## src/design/ngh_pkg.sv

```systemverilog
// Shared types and constants for the noise gate with hysteresis and hold.
package ngh_pkg;

	localparam int SAMPLE_BITS     = 24;
	localparam int COEFF_FRAC_BITS = 24;
	localparam int COEFF_BITS      = COEFF_FRAC_BITS + 1;
	localparam int HOLD_BITS       = 16;
	localparam int CFG_DATA_BITS   = 25;
	localparam int CFG_INDEX_BITS  = 3;

	// Shared multiplier: signed operands wide enough for every product.
	localparam int MUL_BITS  = 26;
	localparam int PROD_BITS = 2 * MUL_BITS;

	localparam logic [SAMPLE_BITS-1:0] UNITY = {1'b1, {(SAMPLE_BITS-1){1'b0}}};

	localparam logic                       RST_ENABLE      = 1'b1;
	localparam logic [SAMPLE_BITS-1:0]     RST_OPEN_LEVEL  = SAMPLE_BITS'(83886);
	localparam logic [SAMPLE_BITS-1:0]     RST_CLOSE_LEVEL = SAMPLE_BITS'(41943);
	localparam logic [SAMPLE_BITS-1:0]     RST_FLOOR_GAIN  = SAMPLE_BITS'(839);
	localparam logic [COEFF_FRAC_BITS-1:0] RST_DECAY       = COEFF_FRAC_BITS'(16742271);
	localparam logic [COEFF_BITS-1:0]      RST_ATTACK      = COEFF_BITS'(345800);
	localparam logic [COEFF_BITS-1:0]      RST_RELEASE     = COEFF_BITS'(24127);
	localparam logic [HOLD_BITS-1:0]       RST_HOLD_LENGTH = HOLD_BITS'(2400);

	typedef enum logic [CFG_INDEX_BITS-1:0] {
		REG_ENABLE         = 3'd0,
		REG_OPEN_LEVEL     = 3'd1,
		REG_CLOSE_LEVEL    = 3'd2,
		REG_FLOOR_GAIN     = 3'd3,
		REG_DETECTOR_DECAY = 3'd4,
		REG_ATTACK_COEFF   = 3'd5,
		REG_RELEASE_COEFF  = 3'd6,
		REG_HOLD_LENGTH    = 3'd7
	} reg_index_t;

	typedef struct packed {
		logic                       enable;
		logic [SAMPLE_BITS-1:0]     open_level;
		logic [SAMPLE_BITS-1:0]     close_level;
		logic [SAMPLE_BITS-1:0]     floor_gain;
		logic [COEFF_FRAC_BITS-1:0] detector_decay;
		logic [COEFF_BITS-1:0]      attack_coeff;
		logic [COEFF_BITS-1:0]      release_coeff;
		logic [HOLD_BITS-1:0]       hold_length;
	} cfg_t;

	typedef struct packed {
		logic load_in;
		logic env_mul;
		logic gate_upd;
		logic step_mul;
		logic gain_upd;
		logic emit;
	} cmd_t;

	typedef enum logic [5:0] {
		ST_IDLE = 6'b000001,
		ST_ENV  = 6'b000010,
		ST_GATE = 6'b000100,
		ST_STEP = 6'b001000,
		ST_GAIN = 6'b010000,
		ST_EMIT = 6'b100000
	} state_t;

endpackage

```

## src/design/ngh_cfg_regs.sv

```systemverilog
// Configuration register bank of the noise gate.
module ngh_cfg_regs (
	input  logic                                 clk,
	input  logic                                 arst_n,
	input  logic                                 write_enable,
	input  logic [ngh_pkg::CFG_INDEX_BITS-1:0]   reg_index,
	input  logic [ngh_pkg::CFG_DATA_BITS-1:0]    write_data,
	output ngh_pkg::cfg_t                        cfg
);

	ngh_pkg::cfg_t cfg_q;

	always_ff @(posedge clk or negedge arst_n) begin
		if (!arst_n) begin
			cfg_q.enable         <= ngh_pkg::RST_ENABLE;
			cfg_q.open_level     <= ngh_pkg::RST_OPEN_LEVEL;
			cfg_q.close_level    <= ngh_pkg::RST_CLOSE_LEVEL;
			cfg_q.floor_gain     <= ngh_pkg::RST_FLOOR_GAIN;
			cfg_q.detector_decay <= ngh_pkg::RST_DECAY;
			cfg_q.attack_coeff   <= ngh_pkg::RST_ATTACK;
			cfg_q.release_coeff  <= ngh_pkg::RST_RELEASE;
			cfg_q.hold_length    <= ngh_pkg::RST_HOLD_LENGTH;
		end else if (write_enable) begin
			case (ngh_pkg::reg_index_t'(reg_index))
				ngh_pkg::REG_ENABLE: begin
					cfg_q.enable <= write_data[0];
				end
				ngh_pkg::REG_OPEN_LEVEL: begin
					cfg_q.open_level <= write_data[ngh_pkg::SAMPLE_BITS-1:0];
				end
				ngh_pkg::REG_CLOSE_LEVEL: begin
					cfg_q.close_level <= write_data[ngh_pkg::SAMPLE_BITS-1:0];
				end
				ngh_pkg::REG_FLOOR_GAIN: begin
					cfg_q.floor_gain <= write_data[ngh_pkg::SAMPLE_BITS-1:0];
				end
				ngh_pkg::REG_DETECTOR_DECAY: begin
					cfg_q.detector_decay <= write_data[ngh_pkg::COEFF_FRAC_BITS-1:0];
				end
				ngh_pkg::REG_ATTACK_COEFF: begin
					cfg_q.attack_coeff <= write_data[ngh_pkg::COEFF_BITS-1:0];
				end
				ngh_pkg::REG_RELEASE_COEFF: begin
					cfg_q.release_coeff <= write_data[ngh_pkg::COEFF_BITS-1:0];
				end
				ngh_pkg::REG_HOLD_LENGTH: begin
					cfg_q.hold_length <= write_data[ngh_pkg::HOLD_BITS-1:0];
				end
				default: begin
				end
			endcase
		end
	end

	assign cfg = cfg_q;

endmodule

```

## src/design/ngh_ctrl.sv

```systemverilog
// Sequencing state machine of the noise gate.
module ngh_ctrl (
	input  logic          clk,
	input  logic          arst_n,
	input  logic          in_valid,
	output logic          in_stall,
	output logic          out_valid,
	input  logic          out_stall,
	input  logic          enable,
	output ngh_pkg::cmd_t cmd
);

	ngh_pkg::state_t state_q, state_d;
	logic            out_valid_q;
	logic            accept;
	logic            out_free;

	assign in_stall = (state_q != ngh_pkg::ST_IDLE);
	assign accept   = in_valid && !in_stall;
	// The output register can take a new word when empty or being drained.
	assign out_free = !out_valid_q || !out_stall;

	always_comb begin
		state_d = state_q;
		case (state_q)
			ngh_pkg::ST_IDLE: begin
				if (accept) begin
					state_d = enable ? ngh_pkg::ST_ENV : ngh_pkg::ST_EMIT;
				end
			end
			ngh_pkg::ST_ENV:  state_d = ngh_pkg::ST_GATE;
			ngh_pkg::ST_GATE: state_d = ngh_pkg::ST_STEP;
			ngh_pkg::ST_STEP: state_d = ngh_pkg::ST_GAIN;
			ngh_pkg::ST_GAIN: state_d = ngh_pkg::ST_EMIT;
			ngh_pkg::ST_EMIT: begin
				if (out_free) begin
					state_d = ngh_pkg::ST_IDLE;
				end
			end
			default: state_d = ngh_pkg::ST_IDLE;
		endcase
	end

	always_comb begin
		cmd          = '0;
		cmd.load_in  = accept;
		cmd.env_mul  = (state_q == ngh_pkg::ST_ENV);
		cmd.gate_upd = (state_q == ngh_pkg::ST_GATE);
		cmd.step_mul = (state_q == ngh_pkg::ST_STEP);
		cmd.gain_upd = (state_q == ngh_pkg::ST_GAIN);
		cmd.emit     = (state_q == ngh_pkg::ST_EMIT) && out_free;
	end

	always_ff @(posedge clk or negedge arst_n) begin
		if (!arst_n) begin
			state_q     <= ngh_pkg::ST_IDLE;
			out_valid_q <= 1'b0;
		end else begin
			state_q <= state_d;
			if (cmd.emit) begin
				out_valid_q <= 1'b1;
			end else if (!out_stall) begin
				out_valid_q <= 1'b0;
			end
		end
	end

	assign out_valid = out_valid_q;

endmodule

```

## src/design/ngh_dp.sv

```systemverilog
// Datapath of the noise gate: envelope, gate flag, gain and shared multiplier.
module ngh_dp (
	input  logic                                    clk,
	input  logic                                    arst_n,
	input  ngh_pkg::cfg_t                           cfg,
	input  ngh_pkg::cmd_t                           cmd,
	input  logic signed [ngh_pkg::SAMPLE_BITS-1:0]  sample_in,
	input  logic                                    block_end_in,
	output logic signed [ngh_pkg::SAMPLE_BITS-1:0]  sample_out,
	output logic                                    block_end_out
);

	localparam int SB  = ngh_pkg::SAMPLE_BITS;
	localparam int CF  = ngh_pkg::COEFF_FRAC_BITS;
	localparam int CB  = ngh_pkg::COEFF_BITS;
	localparam int MB  = ngh_pkg::MUL_BITS;
	localparam int PB  = ngh_pkg::PROD_BITS;
	localparam int GB  = MB + 2;

	logic signed [SB-1:0]        x_q;
	logic                        mark_q;
	logic [SB-1:0]               ax_q;
	logic [SB-1:0]               env_q;
	logic [ngh_pkg::HOLD_BITS-1:0] hold_q;
	logic                        open_q;
	logic [SB-1:0]               gain_q;
	logic                        rise_q;
	logic [PB-1:0]               prod_q;
	logic signed [SB-1:0]        sample_out_q;
	logic                        block_end_q;

	logic [SB-1:0]               ax_c;
	logic [SB-1:0]               env_c;
	logic [SB-1:0]               target_c;
	logic                        rise_c;
	logic [SB-1:0]               diff_c;
	logic [CB-1:0]               coeff_c;
	logic signed [MB-1:0]        mul_a;
	logic signed [MB-1:0]        mul_b;
	logic signed [PB-1:0]        product;
	logic [MB-1:0]               step_c;
	logic signed [GB-1:0]        g_c;

	// Magnitude; the most negative sample maps to unity as an unsigned value.
	assign ax_c = x_q[SB-1] ? SB'(~x_q + 1'b1) : x_q;

	assign target_c = open_q ? ngh_pkg::UNITY : cfg.floor_gain;
	assign rise_c   = (target_c > gain_q);
	assign diff_c   = rise_c ? (target_c - gain_q) : (gain_q - target_c);
	assign coeff_c  = rise_c ? cfg.attack_coeff : cfg.release_coeff;

	always_comb begin
		if (cmd.env_mul) begin
			mul_a = $signed({{(MB-SB){1'b0}}, env_q});
			mul_b = $signed({{(MB-CF){1'b0}}, cfg.detector_decay});
		end else if (cmd.step_mul) begin
			mul_a = $signed({{(MB-SB){1'b0}}, diff_c});
			mul_b = $signed({{(MB-CB){1'b0}}, coeff_c});
		end else begin
			mul_a = $signed({{(MB-SB){x_q[SB-1]}}, x_q});
			mul_b = $signed({{(MB-SB){1'b0}}, gain_q});
		end
	end

	assign product = mul_a * mul_b;

	assign env_c  = (ax_q > env_q) ? ax_q : prod_q[SB+CF-1:CF];
	assign step_c = prod_q[MB+CF-1:CF];

	always_comb begin
		if (rise_q) begin
			g_c = $signed({{(GB-SB){1'b0}}, gain_q}) + $signed({2'b00, step_c});
		end else begin
			g_c = $signed({{(GB-SB){1'b0}}, gain_q}) - $signed({2'b00, step_c});
		end
	end

	always_ff @(posedge clk) begin
		if (cmd.load_in) begin
			x_q    <= sample_in;
			mark_q <= block_end_in;
		end
		if (cmd.env_mul) begin
			ax_q <= ax_c;
		end
		if (cmd.env_mul || cmd.step_mul) begin
			prod_q <= PB'(product);
		end
		if (cmd.step_mul) begin
			rise_q <= rise_c;
		end
		if (cmd.emit) begin
			sample_out_q <= cfg.enable ? product[SB+SB-2:SB-1] : x_q;
			block_end_q  <= mark_q;
		end
	end

	always_ff @(posedge clk or negedge arst_n) begin
		if (!arst_n) begin
			env_q  <= '0;
			hold_q <= '0;
			open_q <= 1'b0;
			gain_q <= ngh_pkg::RST_FLOOR_GAIN;
		end else begin
			if (cmd.gate_upd) begin
				env_q <= env_c;
				if (env_c > cfg.open_level) begin
					open_q <= 1'b1;
					hold_q <= cfg.hold_length;
				end else if (env_c < cfg.close_level) begin
					if (hold_q != '0) begin
						hold_q <= hold_q - 1'b1;
					end else begin
						open_q <= 1'b0;
					end
				end
			end
			if (cmd.gain_upd) begin
				if (g_c > $signed({{(GB-SB){1'b0}}, ngh_pkg::UNITY})) begin
					gain_q <= ngh_pkg::UNITY;
				end else if (g_c < $signed({{(GB-SB){1'b0}}, cfg.floor_gain})) begin
					gain_q <= cfg.floor_gain;
				end else begin
					gain_q <= g_c[SB-1:0];
				end
			end
		end
	end

	assign sample_out    = sample_out_q;
	assign block_end_out = block_end_q;

endmodule

```

## src/design/noise_gate_hysteresis_hold_core.sv

```systemverilog
// Top level of the noise gate with peak detector, hysteresis and hold.
//
// Usage: each input word carries one signed Q1.23 sample and a block end
// mark; each accepted word yields exactly one output word with the gated
// sample and the copied mark. Both channels use valid and stall: a word
// moves on a rising edge where valid is high and stall is low.
// Configuration is written through write_enable, reg_index and write_data
// while the block is idle; registers take effect on the next word.
// With the gate enabled, each accepted word passes through the envelope,
// gate, smoothing step, gain update and emit states in turn; with the
// gate disabled it goes straight to the emit state. A new word is taken
// only once the last one has been emitted and the block is idle again.
// The sequence is set by one shared 26 by 26 bit multiplier, used in turn
// for the envelope decay, the gain smoothing step and the output product.
// Reset puts the registers at their default values, clears the envelope,
// hold count and gate flag, and sets the gain to the default floor gain.
// When the receiver stalls, the finished word stays in the output register
// and the block holds its last step until that register can be reloaded,
// stalling its input meanwhile.
module noise_gate_hysteresis_hold_core (
	input  logic                                   clk,
	input  logic                                   arst_n,
	input  logic                                   in_valid,
	output logic                                   in_stall,
	input  logic signed [ngh_pkg::SAMPLE_BITS-1:0] sample_in,
	input  logic                                   block_end_in,
	output logic                                   out_valid,
	input  logic                                   out_stall,
	output logic signed [ngh_pkg::SAMPLE_BITS-1:0] sample_out,
	output logic                                   block_end_out,
	input  logic                                   write_enable,
	input  logic [ngh_pkg::CFG_INDEX_BITS-1:0]     reg_index,
	input  logic [ngh_pkg::CFG_DATA_BITS-1:0]      write_data
);

	ngh_pkg::cfg_t cfg;
	ngh_pkg::cmd_t cmd;

	// Register bank: the user must write it only between words; unchecked.
	ngh_cfg_regs u_cfg (
		.clk          (clk),
		.arst_n       (arst_n),
		.write_enable (write_enable),
		.reg_index    (reg_index),
		.write_data   (write_data),
		.cfg          (cfg)
	);

	// The controller steps each word through envelope, gate, smoothing step,
	// gain update, output (only output if disabled), and owns both handshakes.
	ngh_ctrl u_ctrl (
		.clk       (clk),
		.arst_n    (arst_n),
		.in_valid  (in_valid),
		.in_stall  (in_stall),
		.out_valid (out_valid),
		.out_stall (out_stall),
		.enable    (cfg.enable),
		.cmd       (cmd)
	);

	// The datapath holds the gate state and the output payload register.
	ngh_dp u_dp (
		.clk           (clk),
		.arst_n        (arst_n),
		.cfg           (cfg),
		.cmd           (cmd),
		.sample_in     (sample_in),
		.block_end_in  (block_end_in),
		.sample_out    (sample_out),
		.block_end_out (block_end_out)
	);

endmodule
```

## config.mk

```make
export PLATFORM = sky130hd
export DESIGN_NAME = noise_gate_hysteresis_hold_core
export DESIGN_NICKNAME = d
export VERILOG_FILES = /design/src/design/ngh_pkg.sv /design/src/design/ngh_cfg_regs.sv /design/src/design/ngh_ctrl.sv /design/src/design/ngh_dp.sv /design/src/design/noise_gate_hysteresis_hold_core.sv
export SDC_FILE = /design/constraint.sdc
export NUM_CORES = 2
export LEC_CHECK = 0
export BUFFER_PORTS_ARGS = -buffer_cell sky130_fd_sc_hd__buf_4
export CORE_ASPECT_RATIO = 1.5
export CORE_MARGIN = 4
export CORE_UTILIZATION = 50
export CTS_BUF_LIST = sky130_fd_sc_hd__clkbuf_8 sky130_fd_sc_hd__clkbuf_16
export DETAILED_ROUTE_END_ITERATION = 8
export MAX_ROUTING_LAYER = met4
export PLACE_DENSITY = 0.72
export SLEW_MARGIN = 20
export SYNTH_ARGS = -nofsm -noshare
export SYNTH_HDL_FRONTEND = slang
export SYNTH_SLANG_ARGS = --single-unit
```

## constraint.sdc

```tcl
create_clock -name clk -period 25.4 [get_ports clk]
set_clock_uncertainty 0.15 [all_clocks]
set_input_delay 2.54 -clock clk [delete_from_list [all_inputs] [get_ports clk]]
set_output_delay 2.54 -clock clk [all_outputs]
set_load 0.02 [all_outputs]
```

==> results.txt <==
----------------------------------------------------
[Clock tree]
  Cell at the root of the clock tree ... clkbuf_16
  CTS hold repair buffers ... 0
  Sinks on the clock net ... 336
  Cells resized by post-CTS repair ... 0
  Count of buffers added by post-CTS timing repair for setup ... 0
  Clock network latency to the later pin of the worst-skew pair ... 0.56 ns
  Clock tree from TritonCTS ... built
  Number of H-tree branching levels ... 2
  Clock-pin slew on the worst setup and hold paths ... 0.07 ns
  Clock buffer count from CTS ... 34
  Maximum count of clock buffers along a single path ... 3

[GRT]
  Global-route wire length before repair ... 226000 microns
  Overall Global Routing Usage ... 0.323
  Maximum number of pins on one net before global-route repair ... 99
  Vias in the first global route ... 37.5k
  Number of antenna violations at the first check in global routing ... 1
  Total overflow reported by the global router ... 0

[Min path]
  Type of the worst min-delay path ... flip-flop to flip-flop

[Yosys]
  Cell area after synthesis ... 44900 sq um
  EDFF count, synth ... 101
  Seq/Total Area, Yosys ... 0.201
  Distinct cells, synth ... 109
  Synth area leaders ... fa_1, ha_1, dfrtp_1
  Post-synthesis cell type with the largest combined area ... fa_1
  Yosys warns ... 0
  Fraction of synthesized cell area taken by the top area cell type ... 0.293
  Instance count of the mapped netlist ... 4839
  Synthesized area per cell ... 9.27 sq um
  Most instantiated library cell after synthesis ... inv_1
  Ys flop type ... dfrtp_1
  Synth top cells by count ... inv_1, fa_1, nor2_1, nand2_1, ha_1
  Yosys reg bits ... 336
  Fraction of registers with async set/reset ... 0.699
  Synthesized net count ... 5885

[Critical path]
  Worst-case register-to-register setup slack ... 12.74 ns
  Worst reg2reg path depth ... 41
  Kind of critical path ... flip-flop to flip-flop
  Crit-path slowest cell ... dfrtp_1
  Critical-path maximum fanout ... 41
  Crit Reg-Reg Startpoint ... u_dp.open_q$_DFFE_PN0P_
  Worst EP arrival ... 12.82 ns
  Library cell appearing most often on the critical path ... fa_1
  Crit path to ... u_dp.sample_out[20]$_DFFE_PP_
  Critical path capture point type ... flip-flop
  Critical path required time ... 25.56 ns
  Launching element of the worst setup path ... u_dp.open_q$_DFFE_PN0P_
  Endpoint of the worst register-to-register path ... u_dp.sample_out[20]$_DFFE_PP_
  Type of element launching the critical path ... flip-flop
  Stage delay of the slowest cell on the critical path ... 0.88 ns

[Placement]
  Detailed Place HPWL ... 118000 microns
  Routability congestion estimate ... 0.988
  Cell count after placement ... 5946
  Port buffer count ... 84

[Finish]
  Fraction of layout cells with a size suffix above 1 ... 0.118
  Fin cells ... 6008
  Area added between synthesis and finish ... 6.59%
  Net count of the finished layout ... 5872
  Number of antenna diodes ... 0

[Floorplanning]
  Area of the placeable core ... 89000 sq um
  Placement row count ... 134
  Starting utilization of the core area ... 0.504
  Full die area ... 94700 sq um
  Die Span X ... 253 microns
  Num ports ... 85
  Chip Height ... 375 microns

[Timing]
  Maximum clock rate ... 79.0 MHz
  Setup_tns ... 0 ns
  Setup repair after global routing missed its margin ... no
  Share of the clock period used by the worst path after layout ... 0.498
  WHS ... 0.268 ns
  Final-report max-slew violation count ... 0
  Max-slew headroom ... 0.193
  Endpoints failing hold ... 0
  Slew at the pin closest to its max-slew limit ... 1.21 ns
  Fin crit period ... 12.66 ns
  Final count of negative-setup-slack endpoints ... 0

[Routing]
  Wire length after detailed routing ... 148000 microns
  DRC violation count after routing ... 0
  Average wire per standard cell ... 24.6 microns
  Vias per cell ... 5.95
  Router iterations before antenna repair ... 9
  Number of vias in the routed layout ... 35.7k
  Top layer in use ... met4
  Met3 WL post-DR ... 11200 microns
  Initial DRC count ... 2837
  Detail Route met2 WL ... 73100 microns
  Met1 routed wirelength after detailed routing ... 52500 microns
  Remaining number of nets flagged by the antenna check after routing ... 0

[Status]
  Outcome ... completed

[Run]
  Max-cap viol count ... 0

[Power and ir drop]
  Peak supply drop ... 0.0523 mV
  Reported leakage power ... 23.2 nW
  Power density relative to cell area ... 100 nW/um^2

----------------------------------------------------
## through the flow
step	utilization	setup slack (ns)	cell area (sq um)	power, mW
6_report	0.537	12.74	47800	4.80
5_1_grt	0.537	12.15	47800	5.18
4_1_cts	0.537	12.81	47800	4.76
3_5_place_dp	0.525	12.86	46700	4.23
3_3_place_gp	0.525	13.04	46700	4.16
2_1_floorplan	-	14.99	44900	3.16
## critical path: cells and delay by family (launching register included)
family / cells / cell delay, ns
flip-flops: 1 / 0.88
AND/OR/NAND/NOR: 7 / 1.64
buffers and inverters: 7 / 0.85
AO/OA/AOI/OAI: 13 / 3.11
multiplexers: 3 / 1.03
adder cells (fa/ha/maj): 10 / 4.52
XOR/XNOR: 1 / 0.16
## logic make-up (layout without fill, tap and decap cells)
kind of cell	Yosys count	in the layout	share of synthesized area
simple gates	1261	1261	0.128
buf+inv	1167	1180	0.101
fa+ha+maj	988	988	0.385
compound gates	784	784	0.115
flops	336	336	0.201
mux	202	202	0.0502
xor+xnor	100	100	0.0197
other cells	1	1	0.0000836
## state kept, by name, indices dropped and copies added (netlist names), 16 cells and up
| name | flops |
|---|---|
| u_dp.gain_q | 24 |
| u_dp.sample_out | 24 |
| u_dp.prod_q | 26 |
| u_cfg.cfg | 163 |
| u_dp.env_q | 24 |
| u_dp.ax_q | 24 |
| u_dp.hold_q | 16 |
| u_dp.x_q | 24 |
## metal layers
metal,track usage,vias up
met5,-,-
met4,0.182,0
met3,0.0446,519
met2,0.543,1684
met1,0.372,17996
li1,-,15531
## placed cells by master (no fill, tap or decap), drive strengths merged, types with 52 or more instances in the layout
cell    netlist  layout
dfstp        78      78
mux2        175     175
o21ai       202     202
xnor2        76      76
nor3         52      52
dfrtp       157     157
ha          331     331
a21oi       181     181
inv         953     963
fa          657     657
o22ai        62      62
a21o         92      92
buf          58     164
nor2        478     478
nand2b       62      62
nand2       411     411
edfxtp      101     101
## power breakdown
group | switching [mW] | leakage, nW | total, mW | internal [mW]
registers | 0.124 | 3.68 | 0.891 | 0.767
logic | 2.16 | 19.0 | 3.39 | 1.23
clock network | 0.237 | 0.581 | 0.517 | 0.280
total | 2.52 | 23.2 | 4.80 | 2.27
## worst min-delay path by stage
stage,start,to,slack [ns],cells past startpoint
final,u_dp.mark_q$_DFFE_PP_,u_dp.block_end_out$_DFFE_PP_,0.27,0
after global routing,u_dp.mark_q$_DFFE_PP_,u_dp.block_end_out$_DFFE_PP_,0.29,0
after CTS,u_dp.mark_q$_DFFE_PP_,u_dp.block_end_out$_DFFE_PP_,0.27,0
after detailed placement,u_dp.mark_q$_DFFE_PP_,u_dp.block_end_out$_DFFE_PP_,0.25,0
after global placement,u_dp.mark_q$_DFFE_PP_,u_dp.block_end_out$_DFFE_PP_,0.26,0
after floorplan,u_dp.mark_q$_DFFE_PP_,u_dp.block_end_out$_DFFE_PP_,0.25,0
## area by class of cell
class	count	area, sq um
clock buffer	41	947
clock inverter	21	173
fill	7922	41200
inverter	954	3580
multi-input combinational	3336	31400
sequential	336	9010
tap	1156	1450
timing repair buffer	164	1240
Note: power is estimated with default switching activity, not from simulation.
